$ cat src/sv/d256fmt_pkg.sv
// ----------------------------------------------------------------------------
// d256fmt_pkg: shared types and constants for the decimal256 formatter
// Beat types, status codes, ASCII constants and derived widths used by the
// check-and-format block.
// ----------------------------------------------------------------------------
package d256fmt_pkg;

    // largest legal precision and scale
    localparam int MAX_DIGITS     = 76;
    // characters carried by one output beat
    localparam int BYTES_PER_BEAT = 8;

    // unscaled value width and the BCD digits its magnitude needs (2^255 has 77)
    localparam int VALUE_W     = 256;
    localparam int BCD_DIGITS  = 77;
    localparam int BCD_W       = 4 * BCD_DIGITS;
    localparam int DIGIT_IDX_W = $clog2(BCD_DIGITS);
    localparam int BIT_CNT_W   = $clog2(VALUE_W);

    // output field widths
    localparam int TEXT_W      = 64;
    localparam int BEAT_CNT_W  = 4;
    localparam int BEAT_IDX_W  = (BYTES_PER_BEAT > 1) ? $clog2(BYTES_PER_BEAT) : 1;

    // ascii characters
    localparam logic [7:0] CHAR_ZERO  = 8'h30;
    localparam logic [7:0] CHAR_POINT = 8'h2E;
    localparam logic [7:0] CHAR_MINUS = 8'h2D;

    typedef enum logic [1:0] {
        STATUS_OK             = 2'd0,
        STATUS_BAD_PRECISION  = 2'd1,
        STATUS_BAD_SCALE      = 2'd2,
        STATUS_TOO_MANY_DIGITS = 2'd3
    } status_t;

    typedef struct packed {
        logic [63:0] value_word0;
        logic [63:0] value_word1;
        logic [63:0] value_word2;
        logic [63:0] value_word3;
        logic [7:0]  precision;
        logic [7:0]  scale;
    } in_t;

    typedef struct packed {
        logic [TEXT_W-1:0]     text_bytes;
        logic [BEAT_CNT_W-1:0] byte_count;
        logic                  last_beat;
        status_t               status;
    } out_t;

endpackage

$ cat src/sv/decimal256_check_and_format.sv
// ----------------------------------------------------------------------------
// decimal256_check_and_format: decimal256 range check and text formatter
// Converts a signed 256-bit unscaled value to decimal text with its scale,
// after checking precision, scale and digit count.
// ----------------------------------------------------------------------------
// One item at a time. After acceptance the magnitude is shifted bit-serially,
// MSB first, through a double-dabble BCD register, with the two's complement
// negation folded into the bit stream. A check state then runs the checks.
// An error gives a single beat with byte_count 0 and last_beat set.
// Otherwise one character is produced per cycle (sign, leading "0." and
// zeros, digits and point), stalling while a full beat or the last character
// waits for the output side, and packed into beats of BYTES_PER_BEAT bytes.
// The next item is taken once the last character has been handed to the
// output register.
module decimal256_check_and_format
    import d256fmt_pkg::*;
(
    input  logic clk,
    input  logic rst_n,
    input  logic in_valid,
    output logic in_ready,
    input  in_t  in_data,
    output logic out_valid,
    input  logic out_ready,
    output out_t out_data
);

    typedef enum logic [7:0] {
        ST_IDLE  = 8'b0000_0001,
        ST_CONV  = 8'b0000_0010,
        ST_CHECK = 8'b0000_0100,
        ST_SIGN  = 8'b0000_1000,
        ST_LEAD  = 8'b0001_0000,
        ST_POINT = 8'b0010_0000,
        ST_ZERO  = 8'b0100_0000,
        ST_DIGIT = 8'b1000_0000
    } state_t;

    state_t                 state_reg, state_next;
    logic [VALUE_W-1:0]     bin_reg, bin_next;
    logic                   neg_reg, neg_next;
    logic [BIT_CNT_W-1:0]   bit_cnt_reg, bit_cnt_next;
    logic [BCD_W-1:0]       bcd_reg, bcd_next;
    logic [DIGIT_IDX_W-1:0] hi_reg, hi_next;
    logic [7:0]             prec_reg, prec_next;
    logic [7:0]             scale_reg, scale_next;
    logic                   lead_reg, lead_next;
    logic [DIGIT_IDX_W-1:0] zcnt_reg, zcnt_next;
    logic [DIGIT_IDX_W-1:0] idx_reg, idx_next;
    logic [TEXT_W-1:0]      pack_reg, pack_next;
    logic [BEAT_CNT_W-1:0]  pack_cnt_reg, pack_cnt_next;
    out_t                   out_reg, out_next;
    logic                   out_valid_reg, out_valid_next;

    logic                   mag_bit;
    logic [BCD_W-1:0]       bcd_adj;
    logic                   carry_hi;
    logic [7:0]             digit_cnt;
    status_t                chk_status;
    logic                   lead;
    logic [3:0]             cur_digit;
    logic                   char_valid;
    logic [7:0]             char_byte;
    logic                   char_last;
    state_t                 char_after;
    logic                   out_free;
    logic                   flush;
    logic                   step;
    logic [TEXT_W-1:0]      pack_fill;
    logic [BEAT_IDX_W-1:0]  pack_pos;

    assign in_ready  = (state_reg == ST_IDLE);
    assign out_valid = out_valid_reg;
    assign out_data  = out_reg;
    assign out_free  = !out_valid_reg || out_ready;

    // magnitude bit, MSB first: negation flips a bit when any lower bit is set
    assign mag_bit = bin_reg[VALUE_W-1] ^ (neg_reg & (|bin_reg[VALUE_W-2:0]));

    // double-dabble add-3 correction on every digit
    always_comb
    begin
        bcd_adj = bcd_reg;
        for (int i = 0; i < BCD_DIGITS; i++)
        begin
            if (bcd_reg[4*i +: 4] >= 4'd5)
            begin
                bcd_adj[4*i +: 4] = bcd_reg[4*i +: 4] + 4'd3;
            end
        end
    end

    // the top significant digit carries into the next one on this shift
    assign carry_hi = bcd_adj[{hi_reg, 2'b11}];

    // checks, precision first, then scale, then digit count
    assign digit_cnt = {1'b0, hi_reg} + 8'd1;
    always_comb
    begin
        if (prec_reg == 8'd0 || prec_reg > 8'(MAX_DIGITS))
        begin
            chk_status = STATUS_BAD_PRECISION;
        end
        else if (scale_reg > 8'(MAX_DIGITS))
        begin
            chk_status = STATUS_BAD_SCALE;
        end
        else if (digit_cnt > prec_reg)
        begin
            chk_status = STATUS_TOO_MANY_DIGITS;
        end
        else
        begin
            chk_status = STATUS_OK;
        end
    end

    // "0." form when every digit sits after the point
    assign lead = (scale_reg != 8'd0) && (digit_cnt <= scale_reg);

    assign cur_digit = bcd_reg[{idx_reg, 2'b00} +: 4];

    // character generator, one character per cycle unless a flush is held by the output side
    always_comb
    begin
        char_valid = 1'b1;
        char_byte  = CHAR_ZERO;
        char_last  = 1'b0;
        char_after = state_reg;
        unique case (state_reg)
            ST_SIGN:
            begin
                char_byte  = CHAR_MINUS;
                char_after = lead_reg ? ST_LEAD : ST_DIGIT;
            end
            ST_LEAD:
            begin
                char_byte  = CHAR_ZERO;
                char_after = ST_POINT;
            end
            ST_POINT:
            begin
                char_byte  = CHAR_POINT;
                char_after = (zcnt_reg != '0) ? ST_ZERO : ST_DIGIT;
            end
            ST_ZERO:
            begin
                char_byte  = CHAR_ZERO;
                char_after = (zcnt_reg == DIGIT_IDX_W'(1)) ? ST_DIGIT : ST_ZERO;
            end
            ST_DIGIT:
            begin
                char_byte = CHAR_ZERO + {4'b0000, cur_digit};
                char_last = (idx_reg == '0);
                if (idx_reg == '0)
                begin
                    char_after = ST_IDLE;
                end
                else if ({1'b0, idx_reg} == scale_reg)
                begin
                    char_after = ST_POINT;
                end
                else
                begin
                    char_after = ST_DIGIT;
                end
            end
            default:
            begin
                char_valid = 1'b0;
            end
        endcase
    end

    // beat packing: a full beat or the final character needs the output register
    assign pack_pos = pack_cnt_reg[BEAT_IDX_W-1:0];
    assign flush    = char_last || (pack_cnt_reg == BEAT_CNT_W'(BYTES_PER_BEAT - 1));
    assign step     = char_valid && (!flush || out_free);

    always_comb
    begin
        pack_fill = pack_reg;
        pack_fill[{pack_pos, 3'b000} +: 8] = char_byte;
    end

    // next-state logic
    always_comb
    begin
        state_next     = state_reg;
        bin_next       = bin_reg;
        neg_next       = neg_reg;
        bit_cnt_next   = bit_cnt_reg;
        bcd_next       = bcd_reg;
        hi_next        = hi_reg;
        prec_next      = prec_reg;
        scale_next     = scale_reg;
        lead_next      = lead_reg;
        zcnt_next      = zcnt_reg;
        idx_next       = idx_reg;
        pack_next      = pack_reg;
        pack_cnt_next  = pack_cnt_reg;
        out_next       = out_reg;
        out_valid_next = out_valid_reg;

        if (out_valid_reg && out_ready)
        begin
            out_valid_next = 1'b0;
        end

        unique case (state_reg)
            ST_IDLE:
            begin
                if (in_valid)
                begin
                    bin_next     = {in_data.value_word3, in_data.value_word2,
                                    in_data.value_word1, in_data.value_word0};
                    neg_next     = in_data.value_word3[63];
                    prec_next    = in_data.precision;
                    scale_next   = in_data.scale;
                    bcd_next     = '0;
                    hi_next      = '0;
                    bit_cnt_next = BIT_CNT_W'(VALUE_W - 1);
                    state_next   = ST_CONV;
                end
            end
            ST_CONV:
            begin
                bin_next     = {bin_reg[VALUE_W-2:0], 1'b0};
                bcd_next     = {bcd_adj[BCD_W-2:0], mag_bit};
                bit_cnt_next = bit_cnt_reg - 1'b1;
                if (carry_hi && hi_reg != DIGIT_IDX_W'(BCD_DIGITS - 1))
                begin
                    hi_next = hi_reg + 1'b1;
                end
                if (bit_cnt_reg == '0)
                begin
                    state_next = ST_CHECK;
                end
            end
            ST_CHECK:
            begin
                if (chk_status != STATUS_OK)
                begin
                    if (out_free)
                    begin
                        out_next.text_bytes = '0;
                        out_next.byte_count = '0;
                        out_next.last_beat  = 1'b1;
                        out_next.status     = chk_status;
                        out_valid_next      = 1'b1;
                        state_next          = ST_IDLE;
                    end
                end
                else
                begin
                    lead_next     = lead;
                    zcnt_next     = lead ? DIGIT_IDX_W'(scale_reg - digit_cnt) : '0;
                    idx_next      = hi_reg;
                    pack_next     = '0;
                    pack_cnt_next = '0;
                    if (neg_reg)
                    begin
                        state_next = ST_SIGN;
                    end
                    else if (lead)
                    begin
                        state_next = ST_LEAD;
                    end
                    else
                    begin
                        state_next = ST_DIGIT;
                    end
                end
            end
            ST_SIGN, ST_LEAD, ST_POINT, ST_ZERO, ST_DIGIT:
            begin
                if (step)
                begin
                    state_next = char_after;
                    if (state_reg == ST_ZERO)
                    begin
                        zcnt_next = zcnt_reg - 1'b1;
                    end
                    if (state_reg == ST_DIGIT && !char_last)
                    begin
                        idx_next = idx_reg - 1'b1;
                    end
                    if (flush)
                    begin
                        out_next.text_bytes = pack_fill;
                        out_next.byte_count = pack_cnt_reg + 1'b1;
                        out_next.last_beat  = char_last;
                        out_next.status     = STATUS_OK;
                        out_valid_next      = 1'b1;
                        pack_next           = '0;
                        pack_cnt_next       = '0;
                    end
                    else
                    begin
                        pack_next     = pack_fill;
                        pack_cnt_next = pack_cnt_reg + 1'b1;
                    end
                end
            end
            default:
            begin
                state_next = ST_IDLE;
            end
        endcase
    end

    // control registers
    always_ff @(posedge clk or negedge rst_n)
    begin
        if (!rst_n)
        begin
            state_reg     <= ST_IDLE;
            out_valid_reg <= 1'b0;
            bit_cnt_reg   <= '0;
            hi_reg        <= '0;
            pack_cnt_reg  <= '0;
            zcnt_reg      <= '0;
            idx_reg       <= '0;
            lead_reg      <= 1'b0;
            neg_reg       <= 1'b0;
        end
        else
        begin
            state_reg     <= state_next;
            out_valid_reg <= out_valid_next;
            bit_cnt_reg   <= bit_cnt_next;
            hi_reg        <= hi_next;
            pack_cnt_reg  <= pack_cnt_next;
            zcnt_reg      <= zcnt_next;
            idx_reg       <= idx_next;
            lead_reg      <= lead_next;
            neg_reg       <= neg_next;
        end
    end

    // payload registers
    always_ff @(posedge clk)
    begin
        bin_reg   <= bin_next;
        bcd_reg   <= bcd_next;
        prec_reg  <= prec_next;
        scale_reg <= scale_next;
        pack_reg  <= pack_next;
        out_reg   <= out_next;
    end

    // an error beat is always the only and final beat, with no characters
    assert property (@(posedge clk) disable iff (!rst_n)
        out_valid && out_data.status != STATUS_OK
            |-> out_data.last_beat && out_data.byte_count == '0)
        else $error("error beat malformed");

    // a text beat carries between one and BYTES_PER_BEAT characters
    assert property (@(posedge clk) disable iff (!rst_n)
        out_valid && out_data.status == STATUS_OK
            |-> out_data.byte_count != '0
                && out_data.byte_count <= BEAT_CNT_W'(BYTES_PER_BEAT))
        else $error("text beat count out of range");

    // conversion ends after the last bit is shifted in
    assert property (@(posedge clk) disable iff (!rst_n)
        state_reg == ST_CONV && bit_cnt_reg == '0 |=> state_reg == ST_CHECK)
        else $error("conversion did not hand over to check");

    // an accepted item starts the conversion with a full bit count
    assert property (@(posedge clk) disable iff (!rst_n)
        in_valid && in_ready
            |=> state_reg == ST_CONV && bit_cnt_reg == BIT_CNT_W'(VALUE_W - 1))
        else $error("conversion not started");

    // the packing buffer never holds a full beat
    assert property (@(posedge clk) disable iff (!rst_n)
        pack_cnt_reg < BEAT_CNT_W'(BYTES_PER_BEAT))
        else $error("packing buffer overfilled");

endmodule

$ cat config.mk
export PLATFORM = sky130hd
export DESIGN_NAME = decimal256_check_and_format
export DESIGN_NICKNAME = d
export VERILOG_FILES = /design/src/sv/d256fmt_pkg.sv /design/src/sv/decimal256_check_and_format.sv
export SDC_FILE = /design/constraint.sdc
export NUM_CORES = 2
export LEC_CHECK = 0
export ABC_AREA = 1
export ABC_CLOCK_PERIOD_IN_PS = 9500
export BUFFER_PORTS_ARGS = -buffer_cell sky130_fd_sc_hd__buf_2
export CAP_MARGIN = 5
export CORE_UTILIZATION = 40
export DETAILED_ROUTE_END_ITERATION = 10
export GPL_ROUTABILITY_DRIVEN = 0
export SYNTH_ARGS = -nofsm -noshare
export SYNTH_HDL_FRONTEND = slang
export SYNTH_SLANG_ARGS = --single-unit
export TNS_END_PERCENT = 1
$ cat constraint.sdc
create_clock -name clk -period 9.5 [get_ports clk]
set_clock_uncertainty 0.15 [all_clocks]
set_input_delay 1.425 -clock clk [delete_from_list [all_inputs] [get_ports clk]]
set_output_delay 1.425 -clock clk [all_outputs]
set_load 0.01 [all_outputs]
==> out/metrics.csv <==
stage;metric;value;unit
logic_synthesis;count leader, synth;nand2_1;
logic_synthesis;Seq cells post-synth;759;
critical_path;Most common cell on crit path;nand2_1;
critical_path;critical path class;register to register;
drt;DRC violations left;0;
power_and_ir_drop;peak supply drop;275;uV
critical_path;Critical Path RT;9.63;ns
critical_path;Buf+Inv Stages, Crit Path;5;
timing;min Tclk post-route;5.27;ns
critical_path;Worst Setup End Kind;register;
timing;pin slew with the least headroom to its limit;1.16;ns
global_routing;Global Route Usage Sum;0.206;
drt;initial drt markers;2657;
outcome;status;completed;
drt;WL per Instance;17.0;um
drt;vias per inst;5.21;
cts;hold-fix buffer count after cts;0;
cts;CTS tree;done;
layout;share of layout cells above drive strength 1;0.113;
die;core footprint;106000;um^2
critical_path;Setup crit end;out_data[22]$_SDFFCE_PP0P_;
logic_synthesis;Post-synth EDFFs;715;
die;# IOs;349;
timing;Tcrit/Tclk final;0.555;
cts;Sink Count;759;
timing;Max Freq;190;MHz
global_routing;first-pass GRT wire length;178;mm
power_and_ir_drop;LEAKAGE;21.4;nW
timing;fin. max-slew vios;0;
logic_synthesis;Mapped Nets;5334;
global_routing;grt total ovfl;0;
timing;Final WS setup;4.23;ns
logic_synthesis;Post-Synthesis Cells;4868;
logic_synthesis;top post-synthesis cells by area;edfxtp_1 (50%), nand2_1 (10%), o21ai_0 (5.6%);
global_routing;vias in the first global route;32677;
layout;Final nets;5613;
layout;area delta synth->final;13.1;%
logic_synthesis;Ys Warns;0;
die;die area;108000;um^2
critical_path;Crit path depth;14;
die;Die Ht;329;um
cts;total CTS buffers;87;
cts;CTS root buffer;clkbuf_16;
cts;clock buffer depth;3;
logic_synthesis;Syn Area/Cell;8.80;um^2
drt;Final ANT Viol Nets;0;
drt;iteration count of the initial detailed-routing pass;6;
logic_synthesis;post-synthesis sequential area ratio;0.527;
logic_synthesis;Post-synth ARST share;0.0580;
logic_synthesis;largest area contributor in the netlist;edfxtp_1;
critical_path;flop2flop setup slack;4.23;ns
hold_path;HP Class;register to register;
logic_synthesis;Top FF cell, synth;edfxtp_1;
cts;H-Tree Depth;3;
placement;pre-CTS setup slack;4.25;ns
timing;final setup vio count;0;
critical_path;CP startpoint kind;register;
logic_synthesis;top cell type's share of synthesized area;0.501;
logic_synthesis;synth cell count leaders;nand2_1 (1143), edfxtp_1 (715), inv_1 (634), o21ai_0 (476), nor2_1 (367);
timing;RSZ-0062 raised after global routing;no;
drt;vias;34431;
cts;Clock Latency Late Sink;0.67;ns
critical_path;Critical R2R Launch;idx_reg[0]$_DFFE_PN0P_;
timing;final hold violations;0;
critical_path;Critical R2R Capture;out_data[22]$_SDFFCE_PP0P_;
logic_synthesis;Mapped Area;42800;um^2
global_routing;pin count of the biggest net entering global routing;251;
critical_path;CP startpoint;idx_reg[0]$_DFFE_PN0P_;
critical_path;cell at the slowest stage of the critical path;nand2_1;
logic_synthesis;Distinct cells, synth;57;
critical_path;CP max stage delay;0.87;ns
placement;IO buf count;348;
drt;Post-Route WL;113;mm
critical_path;CP delay by family, top;buffers and inverters;
global_routing;initial antenna violation count;28;
power_and_ir_drop;PD cells;308;nW/um^2
die;Initial Util;0.405;
die;die width;329;um
cts;post-CTS setup buffers;0;
layout;flip-flop count of the largest register after layout;308;
critical_path;Critical Path AT;5.40;ns
timing;Fin Setup TNS;0;ns
cts;clock slew at reported path FFs;0.06;ns
flow_run;Max Cap Viol;0;
critical_path;Reg2Reg Depth;14;
placement;hpwl dp;76.7;mm
critical_path;maximum fanout along the worst path;71;
critical_path;CP Cell Sequence;clkinv_2, ha_1, nand2_1, inv_1, nand2_1, nor2_1, nand2_1, nand2_1, inv_1, nand2_1, buf_4, nand3_1, nor2_4, buf_4;
cts;post-cts sizing count;0;
die;Rows;119;
timing;Worst slew margin;0.226;
[power by group]
part	total (W)	switching, W	internal (W)
combinational	0.00547	0.00389	0.00158
clock	0.00321	0.00140	0.00180
sequential	0.00625	0.000857	0.00539
total	0.0149	0.00615	0.00877
[stage by stage]
step	utilization	cell area [um^2]	hold WS, ns	total power, W	instances
2_1_floorplan	-	42800	0.295	0.0101	4868
3_3_place_gp	0.433	45800	0.316	0.0116	6449
3_5_place_dp	0.433	45800	0.326	0.0117	6449
4_1_cts	0.458	48400	0.336	0.0150	6601
5_1_grt	0.458	48500	0.361	0.0161	6606
6_report	0.458	48500	0.331	0.0149	6611
[how the worst min path moves through the flow]
| stage | start | endpoint | depth (start not counted) |
|---|---|---|---|
| floorplan | bit_cnt_reg[6]$_DFFE_PN0P_ | bit_cnt_reg[6]$_DFFE_PN0P_ | 1 |
| global placement | bit_cnt_reg[6]$_DFFE_PN0P_ | bit_cnt_reg[6]$_DFFE_PN0P_ | 1 |
| detailed placement | bit_cnt_reg[6]$_DFFE_PN0P_ | bit_cnt_reg[6]$_DFFE_PN0P_ | 1 |
| CTS | bit_cnt_reg[6]$_DFFE_PN0P_ | bit_cnt_reg[6]$_DFFE_PN0P_ | 1 |
| global route | bit_cnt_reg[7]$_DFFE_PN0P_ | bit_cnt_reg[7]$_DFFE_PN0P_ | 1 |
| finish | bit_cnt_reg[6]$_DFFE_PN0P_ | bit_cnt_reg[6]$_DFFE_PN0P_ | 1 |
[placed cells by master (no fill, tap or decap), drive strengths merged, types with 3 or more instances in the layout]
| cell type | netlist | layout |
|---|---|---|
| nor3 | 40 | 40 |
| clkbuf | 96 | 109 |
| o21ai | 524 | 524 |
| a21oi | 265 | 265 |
| a31oi | 9 | 9 |
| o31ai | 4 | 4 |
| o2111ai | 6 | 6 |
| diode | 0 | 10 |
| nor3b | 4 | 4 |
| dfrtp | 43 | 43 |
| o21a | 19 | 19 |
| o22ai | 8 | 8 |
| or2 | 50 | 50 |
| inv | 652 | 654 |
| edfxtp | 715 | 715 |
| and3 | 4 | 4 |
| ha | 189 | 189 |
| nor2 | 374 | 374 |
| nand2 | 1148 | 1148 |
| a21boi | 6 | 6 |
| bufinv | 0 | 3 |
| o211ai | 45 | 45 |
| nor4 | 51 | 51 |
| nand3 | 307 | 307 |
| buf | 93 | 379 |
| nand4 | 50 | 50 |
| a211oi | 91 | 91 |
| xor2 | 28 | 28 |
| clkinv | 2 | 39 |
| o211a | 29 | 29 |
| nand3b | 5 | 5 |
[kinds of logic (layout without fill, tap and decap cells)]
logic type / Yosys count / in the layout / synth area share
AO/OA/AOI/OAI: 1011 / 1011 / 0.133
AND/OR/NAND/NOR: 2034 / 2034 / 0.201
adder cells (fa/ha/maj): 190 / 190 / 0.0557
flip-flops: 759 / 759 / 0.527
buffers and inverters: 843 / 1185 / 0.0772
XOR/XNOR: 29 / 29 / 0.00593
other: 0 / 10 / 0
multiplexers: 2 / 2 / 0.000497
[metal layers]
| metal | part of all wire | up-vias | track usage |
|---|---|---|---|
| met5 | 0.0021 | - | 0 |
| met4 | 0.022 | 38 | 0.0578 |
| met3 | 0.065 | 190 | 0.0423 |
| met2 | 0.46 | 886 | 0.336 |
| met1 | 0.45 | 16186 | 0.276 |
| li1 | - | 17131 | - |
[area by class of cell]
class / instances / area, um^2
Fill cell: 10343 / 57200
Sequential cell: 759 / 22600
Multi-Input combinational cell: 3266 / 17000
Inverter: 654 / 2480
Clock buffer: 109 / 2310
Timing Repair Buffer: 379 / 2010
Tap cell: 1391 / 1740
Clock inverter: 43 / 324
Antenna cell: 10 / 25.0
[worst register-to-register path, stage by stage (launching register included)]
cell and delay, ns:
dfrtp_4 0.69, clkinv_2 0.56, ha_1 0.29, nand2_1 0.08
inv_1 0.07, nand2_1 0.07, nor2_1 0.19, nand2_1 0.17
nand2_1 0.87, inv_1 0.17, nand2_1 0.13, buf_4 0.41
nand3_1 0.20, nor2_4 0.10, buf_4 0.67
Power figures use the tool's default switching activity.
